File: src/hw/rtl/dfs_pkg.sv
// Shared types and constants for the depth-first topological sort block.
// No dependencies; imported by every module under hw/rtl.
package dfs_pkg;

    localparam int DEF_MAX_VERTICES = 32;
    localparam int VID_W            = 5;   // vertex id width
    localparam int ROW_W            = 32;  // adjacency row width
    localparam int CNT_W            = 6;   // vertex counts, 0..63
    localparam int LANE_W           = 8;   // row bits searched per lane
    localparam int N_LANES          = ROW_W / LANE_W;
    localparam int LIDX_W           = $clog2(LANE_W);

    typedef struct packed {
        logic [VID_W-1:0] row_index;
        logic [ROW_W-1:0] edge_bits;
        logic             last_row;
    } t_in_item;

    typedef struct packed {
        logic [VID_W-1:0] vertex_id;
        logic             last_vertex;
    } t_out_item;

    // What one lane found in its slice of the candidate row.
    typedef struct packed {
        logic              hit;
        logic [LIDX_W-1:0] idx;
    } t_lane_res;

    typedef enum logic [2:0] {
        ST_IDLE,
        ST_ROOT,
        ST_FETCH,
        ST_DECIDE,
        ST_POP,
        ST_EMIT
    } t_state;

endpackage

File: src/hw/rtl/dfs_lane.sv
// One search lane: masks a slice of the adjacency row and finds its lowest
// unvisited, in-use neighbor. Depends on dfs_pkg.
module dfs_lane (
    input  logic [dfs_pkg::LANE_W-1:0] i_row,
    input  logic [dfs_pkg::LANE_W-1:0] i_visited,
    input  logic [dfs_pkg::LANE_W-1:0] i_in_use,
    output dfs_pkg::t_lane_res         o_res
);
    import dfs_pkg::*;

    logic [LANE_W-1:0] cand;

    assign cand = i_row & i_in_use & ~i_visited;

    always_comb begin
        o_res.hit = 1'b0;
        o_res.idx = '0;
        for (int b = LANE_W - 1; b >= 0; b--) begin
            if (cand[b]) begin
                o_res.hit = 1'b1;
                o_res.idx = LIDX_W'(b);
            end
        end
    end

endmodule

File: src/hw/rtl/dfs_merge.sv
// Merge stage: picks the lowest lane that found a neighbor and forms the
// full vertex id. Depends on dfs_pkg.
module dfs_merge (
    input  dfs_pkg::t_lane_res            i_lanes [dfs_pkg::N_LANES],
    output logic                          o_found,
    output logic [dfs_pkg::VID_W-1:0]     o_vertex
);
    import dfs_pkg::*;

    always_comb begin
        o_found  = 1'b0;
        o_vertex = '0;
        for (int l = N_LANES - 1; l >= 0; l--) begin
            if (i_lanes[l].hit) begin
                o_found  = 1'b1;
                o_vertex = VID_W'(l * LANE_W) | VID_W'(i_lanes[l].idx);
            end
        end
    end

endmodule

File: src/hw/rtl/dfs_topological_sort.sv
// Top level of the depth-first topological sort: row store, DFS sequencer,
// search lanes and emit path. Depends on dfs_pkg, dfs_lane, dfs_merge.
// A row beat is stored on acceptance; a last-row beat starts a sort of n vertices:
// a root check per vertex plus one, fetch and decide per push and pop, a stack read per pop
// that returns to a parent. Then n result beats follow, one per cycle.
// Throughput: one row beat per cycle while idle; busy drops in the cycle of the last beat.
// Synchronous active-low reset clears control state and sets num_vertices
// to 32; the row store holds no reset value. Results cannot be stalled.
module dfs_topological_sort #(
    parameter int MAX_VERTICES = dfs_pkg::DEF_MAX_VERTICES
) (
    input  logic                      i_clk,
    input  logic                      i_rst_n,
    input  logic                      start,
    output logic                      busy,
    input  dfs_pkg::t_in_item         i_item,
    output logic                      o_strobe,
    output dfs_pkg::t_out_item        o_result,
    input  logic                      i_cfg_we,
    input  logic [dfs_pkg::CNT_W-1:0] i_cfg_data
);
    import dfs_pkg::*;

    // Only 32 vertices are addressable by a row index.
    localparam int ROWS = (MAX_VERTICES < ROW_W) ? MAX_VERTICES : ROW_W;
    localparam int AW   = $clog2(ROWS);

    logic [ROW_W-1:0] adj_mem [ROWS];
    logic [VID_W-1:0] stk_mem [ROWS];
    logic [VID_W-1:0] fin_mem [ROWS];

    t_state           r_state, n_state;
    logic [CNT_W-1:0] r_nv;
    logic [ROW_W-1:0] r_visited, n_visited;
    logic [CNT_W-1:0] r_sp, n_sp;
    logic [CNT_W-1:0] r_fc, n_fc;
    logic [CNT_W-1:0] r_root, n_root;
    logic [VID_W-1:0] r_top, n_top;
    logic [CNT_W-1:0] r_idx, n_idx;
    logic             r_pend, n_pend;
    logic             r_pend_last, n_pend_last;
    logic [ROW_W-1:0] r_row;
    logic [VID_W-1:0] r_stk_rd;
    logic [VID_W-1:0] r_fin_rd;

    logic             accept;
    logic             adj_we;
    logic             stk_we;
    logic [AW-1:0]    stk_waddr, stk_raddr;
    logic [VID_W-1:0] stk_wdata;
    logic             fin_we;
    logic [AW-1:0]    fin_raddr;
    logic [CNT_W-1:0] n_used;
    logic [ROW_W-1:0] in_use;

    t_lane_res        lane_res [N_LANES];
    logic             found;
    logic [VID_W-1:0] next_v;

    assign accept = start && !busy;
    assign adj_we = accept && (CNT_W'(i_item.row_index) < CNT_W'(ROWS));
    assign n_used = (r_nv > CNT_W'(ROWS)) ? CNT_W'(ROWS) : r_nv;

    always_comb begin
        for (int v = 0; v < ROW_W; v++) begin
            in_use[v] = (CNT_W'(v) < n_used);
        end
    end

    for (genvar l = 0; l < N_LANES; l++) begin : g_lane
        dfs_lane u_lane (
            .i_row     (r_row[l*LANE_W +: LANE_W]),
            .i_visited (r_visited[l*LANE_W +: LANE_W]),
            .i_in_use  (in_use[l*LANE_W +: LANE_W]),
            .o_res     (lane_res[l])
        );
    end

    dfs_merge u_merge (
        .i_lanes  (lane_res),
        .o_found  (found),
        .o_vertex (next_v)
    );

    // Memories
    always_ff @(posedge i_clk) begin
        if (adj_we) begin
            adj_mem[i_item.row_index[AW-1:0]] <= i_item.edge_bits;
        end
        r_row <= adj_mem[r_top[AW-1:0]];
    end

    always_ff @(posedge i_clk) begin
        if (stk_we) begin
            stk_mem[stk_waddr] <= stk_wdata;
        end
        r_stk_rd <= stk_mem[stk_raddr];
    end

    always_ff @(posedge i_clk) begin
        if (fin_we) begin
            fin_mem[r_fc[AW-1:0]] <= r_top;
        end
        r_fin_rd <= fin_mem[fin_raddr];
    end

    always_ff @(posedge i_clk) begin
        if (!i_rst_n) begin
            r_state     <= ST_IDLE;
            r_nv        <= CNT_W'(32);
            r_visited   <= '0;
            r_sp        <= '0;
            r_fc        <= '0;
            r_root      <= '0;
            r_top       <= '0;
            r_idx       <= '0;
            r_pend      <= 1'b0;
            r_pend_last <= 1'b0;
        end else begin
            r_state     <= n_state;
            r_visited   <= n_visited;
            r_sp        <= n_sp;
            r_fc        <= n_fc;
            r_root      <= n_root;
            r_top       <= n_top;
            r_idx       <= n_idx;
            r_pend      <= n_pend;
            r_pend_last <= n_pend_last;
            if (i_cfg_we) begin
                r_nv <= i_cfg_data;
            end
        end
    end

    always_comb begin
        n_state     = r_state;
        n_visited   = r_visited;
        n_sp        = r_sp;
        n_fc        = r_fc;
        n_root      = r_root;
        n_top       = r_top;
        n_idx       = r_idx;
        n_pend      = 1'b0;
        n_pend_last = 1'b0;
        stk_we      = 1'b0;
        stk_waddr   = r_sp[AW-1:0];
        stk_wdata   = next_v;
        stk_raddr   = '0;
        fin_we      = 1'b0;
        fin_raddr   = r_idx[AW-1:0];

        case (r_state)
            ST_IDLE: begin
                if (accept && i_item.last_row && (n_used != '0)) begin
                    n_visited = '0;
                    n_fc      = '0;
                    n_sp      = '0;
                    n_root    = '0;
                    n_state   = ST_ROOT;
                end
            end
            ST_ROOT: begin
                if (r_root >= n_used) begin
                    n_idx   = r_fc - CNT_W'(1);
                    n_state = ST_EMIT;
                end else if (r_visited[r_root[VID_W-1:0]]) begin
                    n_root = r_root + CNT_W'(1);
                end else begin
                    n_visited[r_root[VID_W-1:0]] = 1'b1;
                    stk_we    = 1'b1;
                    stk_waddr = '0;
                    stk_wdata = r_root[VID_W-1:0];
                    n_sp      = CNT_W'(1);
                    n_top     = r_root[VID_W-1:0];
                    n_state   = ST_FETCH;
                end
            end
            ST_FETCH: begin
                // row of the top vertex is being read
                n_state = ST_DECIDE;
            end
            ST_DECIDE: begin
                if (found) begin
                    n_visited[next_v] = 1'b1;
                    stk_we  = 1'b1;
                    n_sp    = r_sp + CNT_W'(1);
                    n_top   = next_v;
                    n_state = ST_FETCH;
                end else begin
                    fin_we = 1'b1;
                    n_fc   = r_fc + CNT_W'(1);
                    n_sp   = r_sp - CNT_W'(1);
                    if (r_sp == CNT_W'(1)) begin
                        n_root  = r_root + CNT_W'(1);
                        n_state = ST_ROOT;
                    end else begin
                        // new top sits two below the current pointer
                        stk_raddr = AW'(r_sp - CNT_W'(2));
                        n_state   = ST_POP;
                    end
                end
            end
            ST_POP: begin
                n_top   = r_stk_rd;
                n_state = ST_FETCH;
            end
            ST_EMIT: begin
                n_pend      = 1'b1;
                n_pend_last = (r_idx == '0);
                n_idx       = r_idx - CNT_W'(1);
                if (r_idx == '0) begin
                    n_state = ST_IDLE;
                end
            end
            default: begin
                n_state = ST_IDLE;
            end
        endcase
    end

    assign busy                 = (r_state != ST_IDLE);
    assign o_strobe             = r_pend;
    assign o_result.vertex_id   = r_fin_rd;
    assign o_result.last_vertex = r_pend_last;

endmodule

File: config.mk
export PLATFORM = sky130hd
export DESIGN_NAME = dfs_topological_sort
export DESIGN_NICKNAME = d
export VERILOG_FILES = /design/src/hw/rtl/dfs_pkg.sv /design/src/hw/rtl/dfs_lane.sv /design/src/hw/rtl/dfs_merge.sv /design/src/hw/rtl/dfs_topological_sort.sv
export SDC_FILE = /design/constraint.sdc
export NUM_CORES = 1
export LEC_CHECK = 0
export ABC_AREA = 0
export BUFFER_PORTS_ARGS = -buffer_cell sky130_fd_sc_hd__buf_2
export CORE_ASPECT_RATIO = 1.5
export CORE_MARGIN = 2
export CORE_UTILIZATION = 46
export CTS_BUF_LIST = sky130_fd_sc_hd__clkbuf_16
export DETAILED_ROUTE_END_ITERATION = 12
export PLACE_DENSITY_LB_ADDON = 0.08
export SYNTH_ARGS = -nofsm -noshare
export SYNTH_HDL_FRONTEND = slang
export SYNTH_SLANG_ARGS = --single-unit
File: constraint.sdc
create_clock -name i_clk -period 4.3 [get_ports i_clk]
set_input_delay 0.86 -clock i_clk [delete_from_list [all_inputs] [get_ports i_clk]]
set_output_delay 0.86 -clock i_clk [all_outputs]
set_load 0.1 [all_outputs]
==> run metrics, run 1 <==
synth warn=0; HPWL after DPL=91230 um; CTS tree=yes; first-pass GRT wire length=220000 um; DRT iter0 DRCs=roughly 2400; part of the Yosys area used for sequential elements=0.7377; fmax=0.2377 GHz; area of the mapped netlist=0.05780 mm2; GRT Util Overall=0.2395; vias=29740; placed cell count=approximately 4600; Worst Max-Slew Pin Slew=0.9456 ns; CP Launch Type=flop; Finished Layout Cells=4893; cell taking the most area after synthesis=edfxtp_1; die footprint=0.1286 mm2; share of cells above drive strength 1=0.2673; TritonRoute pass-1 iters=8; # IOs=56; number of synthesized flops with an enable pin=1344; Finish-stage setup viols=0; Slew headroom=0.3688; Critical Path AT=4.63 ns; RSZ-0062 raised after global routing=yes; total power=32650 uW; Required @ worst endpoint=4.72 ns; commonest non-fill, non-tap cell in the layout=edfxtp_1; cts bufs inserted=136; Clk pin slew, worst setup/hold paths=approximately 0.06 ns; outcome=finished clean; Layout Area Growth over Synthesis=13.26%; Rows=159; Routed WL=151200 um; slowest CP cell=nor2_1; CTS max path bufs=3; Critical Path Max Stage Delay=around 0.5 ns; vias in the first global route=around 31000; GP Congestion=approximately 0.91; Hold Vio Cnt, Final=0; Initial Util=0.4627; FFs w/ async S/R, synth=0; Leak=0.02012 uW; initial antenna violation count=16; Setup Fix Bufs, Post-CTS=0; PwrDens=498.7 mW/mm2; clock sink total=about 1500; VDD IR max=0.0003842 V; Mapped Nets=3079; design area=0.06547 mm2; Routed Antenna Nets=0; fillcell total=9922; die height=438.1 um; CP Max Fanout=15; IO Port Bufs=55; fin nets=3236; r2r setup slk=0.09 ns; Placed Area=0.06108 mm2; core area=0.1249 mm2; Post-Route Setup TNS=0 ns; Die X=293.4 um; Mapped Cells=between 3000 and 4000; most frequent cells in the layout=1344 x edfxtp_1, 364 x mux4_2, 143 x nor2_1, 137 x clkbuf_16, 107 x buf_4; DR vias/cell=6.078; clk_skew=0.03405 ns; Synth Area per Inst=19.20 um2; Cell variety after synth=77; crit path kind=flop to flop; Final Max Slew Viols=0; fin crit share=0.9786; Clk Tree Root Cell=clkbuf_16; post-DR wirelength/cell=30.91 um; DRC violations left=0; CP Capture Type=flop; Skew-Pair Late Insertion Delay=0.78 ns; Synth Register Bits=1458; Synth area leaders=edfxtp_1 70%, mux4_2 14%, dfxtp_1 3.9%; Hold Path Class=input port to flop; largest net degree at the start of global routing=66; Cell Chain, Critical Path=buf_4, nor4_4, a2111o_1, nor4bb_1, and2_0, nand2_1, nor3_2, buf_4, nand2_1, nor2_1; total global routing overflow=0; Buf/Inv on CP=2; cts hold-fix bufs=0; maxcap violations=0; fin crit period=about 4.2 ns; H-Tree Depth=4; Yosys top cell area share=0.6982; delay-heaviest family, CP=simple AND/OR/NAND/NOR gates; top_reg_cell synth=edfxtp_1; worst hold margin=roughly 0.43 ns
kinds of logic (layout without fill, tap and decap cells):
group           count (synthesis)  count (layout)  share of synthesized area
other cells                     0               2                          0
xor+xnor                       17              17                   0.002576
simple gates                  489             489                    0.04096
buf+inv                       199             470                    0.01331
compound gates                355             355                    0.03979
fa+ha+maj                      21              21                   0.004546
flops                        1458            1458                     0.7377
mux                           471             471                     0.1611
power by group:
group | leakage (uW) | internal, uW | switching, uW
combinational | 0.00481 | 1840 | 2750
sequential | 0.0131 | 16000 | 358
clock | 0.00221 | 6360 | 5320
total | 0.0201 | 24200 | 8420
registers in the layout, summed over array words and instances (netlist names), 32 cells and up:
signal / flops
adj_mem: 1024
fin_mem: 160
stk_mem: 160
r_row: 32
r_visited: 32
Yosys cell counts, types with 7 or more instances:
cell type     n
o21ai_0      59
nand3b_1      8
o22ai_1      53
nor3_1       27
nand3_1      49
nor3b_1       8
a31oi_1      23
a311oi_1      8
a21oi_1     100
mux2_2       35
a21o_1        9
mux4_2      364
a211oi_1     12
inv_1        27
dfxtp_1     114
and3_1       15
nand2_1      87
o221ai_1      9
or2_2         7
buf_1        41
edfxtp_1   1344
a22oi_1       8
nand2b_1     17
or3_1        10
nor2_1      199
mux2i_1      72
clkbuf_1    121
xor2_1        8
ha_1         21
xnor2_1       9
nor2b_1      20
worst min-delay path, cell delays in order:
cell and delay (ns):
buf_2 0.13, mux2i_1 0.08, nor2_1 0.08
through the flow:
step	util	setup slack, ns
after global placement	0.4889	0.3165
after CTS	0.5235	0.1238
after detailed placement	0.4889	0.1072
after floorplan	-	0.2454
after global routing	0.5240	-0.1028
final	0.5240	0.09221
worst paths after layout:
| kind | start | endpoint | cells after the start |
|---|---|---|---|
| min reg2reg | r_root[5]$_SDFFE_PN0P_ | r_root[5]$_SDFFE_PN0P_ | 2 |
| max | r_nv[2]$_SDFFE_PN0P_ | fin_mem[5][2]$_DFFE_PP_ | 10 |
| max reg2reg | r_nv[2]$_SDFFE_PN0P_ | fin_mem[5][2]$_DFFE_PP_ | 10 |
| min | i_cfg_data[3] | r_nv[3]$_SDFFE_PN0P_ | 3 |
area by class of cell:
| class | instances | area, um2 | share of cell area |
|---|---|---|---|
| Timing Repair Buffer | 190 | 1639 | 0.02504 |
| Multi-Input combinational cell | 1353 | 14720 | 0.2248 |
| Clock inverter | 115 | 893.4 | 0.01365 |
| Tap cell | 1610 | 2014 | 0.03077 |
| Antenna cell | 2 | 5.005 | 0.00007645 |
| Sequential cell | 1458 | 42670 | 0.6517 |
| Clock buffer | 137 | 3428 | 0.05237 |
| Inverter | 28 | 105.1 | 0.001605 |
routing by layer:
layer / global-route usage / up-vias / share of wire
met4: 0.07365 / 8 / 0.028
met5: 0 / - / 0.00034
met1: 0.2972 / 15970 / 0.39
li1: - / 12700 / -
met2: 0.4315 / 830 / 0.54
met3: 0.03661 / 239 / 0.042
what timing repair did:
item                                    CTS  global route
resized for setup                         0            25
hold endpoints to repair                  0             0
endpoints found under the setup margin    0           187
(Power assumes the default switching activity.)
==> inputs of run 2 (changes only) <==
==> constraint.sdc (replaced) <==
create_clock -name i_clk -period 4.9 [get_ports i_clk]
set_input_delay 0.98 -clock i_clk [delete_from_list [all_inputs] [get_ports i_clk]]
set_output_delay 0.98 -clock i_clk [all_outputs]
set_load 0.1 [all_outputs]
==> run metrics, run 2 (synthesized netlist as in run 1, its figures left out) <==
Hold Path Class=flop to flop; DR vias/cell=6.084 (+0.11%); CTS max path bufs=3 (unchanged); maxcap violations=0 (unchanged); Hold Vio Cnt, Final=0 (unchanged); worst hold margin=0.5050 ns (+0.07355 ns); CP Launch Type=flop; total global routing overflow=0 (unchanged); fin crit period=4.454 ns (+0.2464 ns); GP Congestion=0.9425 (+3.3%); cts hold-fix bufs=0 (unchanged); Layout Area Growth over Synthesis=13.12%; post-DR wirelength/cell=30.83 um (-0.25%); DRC violations left=0 (unchanged); die height=438.1 um (unchanged); Routed WL=149900 um (-0.92%); Int Pwr=21640 uW (-11%); Critical Path Max Stage Delay=0.58 ns (+0.08 ns); DRT iter0 DRCs=2525 (+4.6%); outcome=finished clean; Initial Util=0.4627 (unchanged); Seq pwr share=0.499 (-0.003); clk_skew=0.02185 ns (-0.01220 ns); most frequent cells in the layout=1344 x edfxtp_1, 364 x mux4_2, 167 x nor2_1, 146 x clkbuf_16, 107 x dfxtp_1; VDD IR max=0.0003860 V (+0.48%); Required @ worst endpoint=5.30 ns (+0.58 ns); Psw=7325 uW (-13%); IO Port Bufs=55 (unchanged); Clk Tree Root Cell=clkbuf_16; Post-Route Setup TNS=0 ns (unchanged); Final Worst Setup Slack=0.4458 ns (+0.3536 ns); # IOs=56 (unchanged); core area=0.1249 mm2 (unchanged); Clk pin slew, worst setup/hold paths=0.07 ns (about the same); Logic pwr share=0.137 (-0.004); largest net degree at the start of global routing=60 (-9.1%); slowest CP cell=a211oi_1; clock power share=0.364 (+0.006); dpl ws=0.4863 ns (+0.3791 ns); Routed Antenna Nets=0 (unchanged); PwrDens=442.9 mW/mm2 (-11%); commonest non-fill, non-tap cell in the layout=edfxtp_1; Cell Chain, Critical Path=a211oi_1, a2111oi_0, nor4bb_1, and2_0, nand2_1, nor3_2, nand2_1, nor2_1; Slew headroom=0.2165 (-0.1522); fmax=0.2245 GHz (-5.5%); die footprint=0.1286 mm2 (unchanged); crit path kind=flop to flop; Setup Fix Bufs, Post-CTS=0 (unchanged); max FFs per register=1024 (unchanged); Final Max Slew Viols=0 (unchanged); RSZ-0062 raised after global routing=no; Skew-Pair Late Insertion Delay=0.76 ns (-0.02 ns); TritonRoute pass-1 iters=6 (-2); CP Max Fanout=14 (-1); fin nets=3209 (-0.83%); Critical Path AT=4.86 ns (+0.23 ns); first-pass GRT wire length=218200 um (-0.83%); Die X=293.4 um (unchanged); HPWL after DPL=89200 um (-2.2%); Rows=159 (unchanged); Worst Max-Slew Pin Slew=1.175 ns (+0.2296 ns); fin crit share=0.9090 (-0.06953); initial antenna violation count=11 (-5); share of cells above drive strength 1=0.2485 (-0.01884); vias in the first global route=31300 (-0.32%); cts bufs inserted=140 (+2.9%); H-Tree Depth=4 (unchanged); clock sink total=1458 (unchanged); hold depth=2 (-1); Finish-stage setup viols=0 (unchanged); vias=29570 (-0.57%); post-CTS resize count=0 (unchanged); worst reg2reg path depth=8 (-2); crit-path most repeated cell=nand2_1; switching part of the total power=0.2529 (-0.005060); GRT Util Overall=0.2377 (-0.001825); CTS tree=yes; CP Capture Type=flop; Leak=0.02008 uW (-0.19%)
==> run 2: worst paths after layout <==
| kind | to | slack (ns) | start |
|---|---|---|---|
| min | r_root[5]$_SDFFE_PN0P_ | 0.51 | r_root[5]$_SDFFE_PN0P_ |
| min reg2reg | r_root[5]$_SDFFE_PN0P_ | 0.51 | r_root[5]$_SDFFE_PN0P_ |
| max | fin_mem[13][2]$_DFFE_PP_ | 0.45 | r_nv[5]$_SDFFE_PN1P_ |
| max reg2reg | fin_mem[13][2]$_DFFE_PP_ | 0.45 | r_nv[5]$_SDFFE_PN1P_ |
==> run 2: per-stage QoR <==
step / power (uW) / area [um2] / cells / util
after detailed placement: 18740 / 60950 / 4608 / 0.4878
after global routing: 29960 / 65380 / 4858 / 0.5233
after floorplan: 17160 / 57800 / 3010 / -
after CTS: 29270 / 65380 / 4858 / 0.5233
final: 28960 / 65380 / 4860 / 0.5233
after global placement: 18710 / 60950 / 4608 / 0.4878
==> run 2: power groups by stage <==
| stage | Clock [uW] | Sequential [uW] | Combinational, uW |
|---|---|---|---|
| 6_report | 10500 | 14500 | 3960 |
| 5_1_grt | 11200 | 14500 | 4240 |
| 4_1_cts | 10800 | 14500 | 4020 |
| 3_3_place_gp | 0 | 14700 | 3980 |
| 3_5_place_dp | 0 | 14700 | 4010 |
| 2_1_floorplan | 0 | 14600 | 2580 |
==> run 2: cell type report <==
class | count | area [um2]
timing repair buffer | 159 | 1506
clock inverter | 104 | 777.0
inverter | 28 | 105.1
tap | 1610 | 2014
sequential | 1458 | 42660
antenna | 2 | 5.005
clock buffer | 146 | 3654
multi-input combinational | 1353 | 14660
fill | 9893 | 59550
==> run 2: critical path: cells and delay by family, from the launching register on <==
kind | cells | cell delay, ns
AO/OA/AOI/OAI | 2 | 0.88
AND/OR/NAND/NOR | 6 | 2.72
flip-flops | 1 | 0.50
==> run 2: per-layer routing <==
metal / GRT usage / wire length [um] / vias to the layer above / part of all wire
met1: 0.2994 / 58630 / 15770 / 0.39
li1: - / - / 12630 / -
met4: 0.07028 / 4053 / 6 / 0.027
met3: 0.03560 / 7108 / 245 / 0.047
met2: 0.4254 / 80030 / 918 / 0.53
met5: 0 / 34 / - / 0.00023
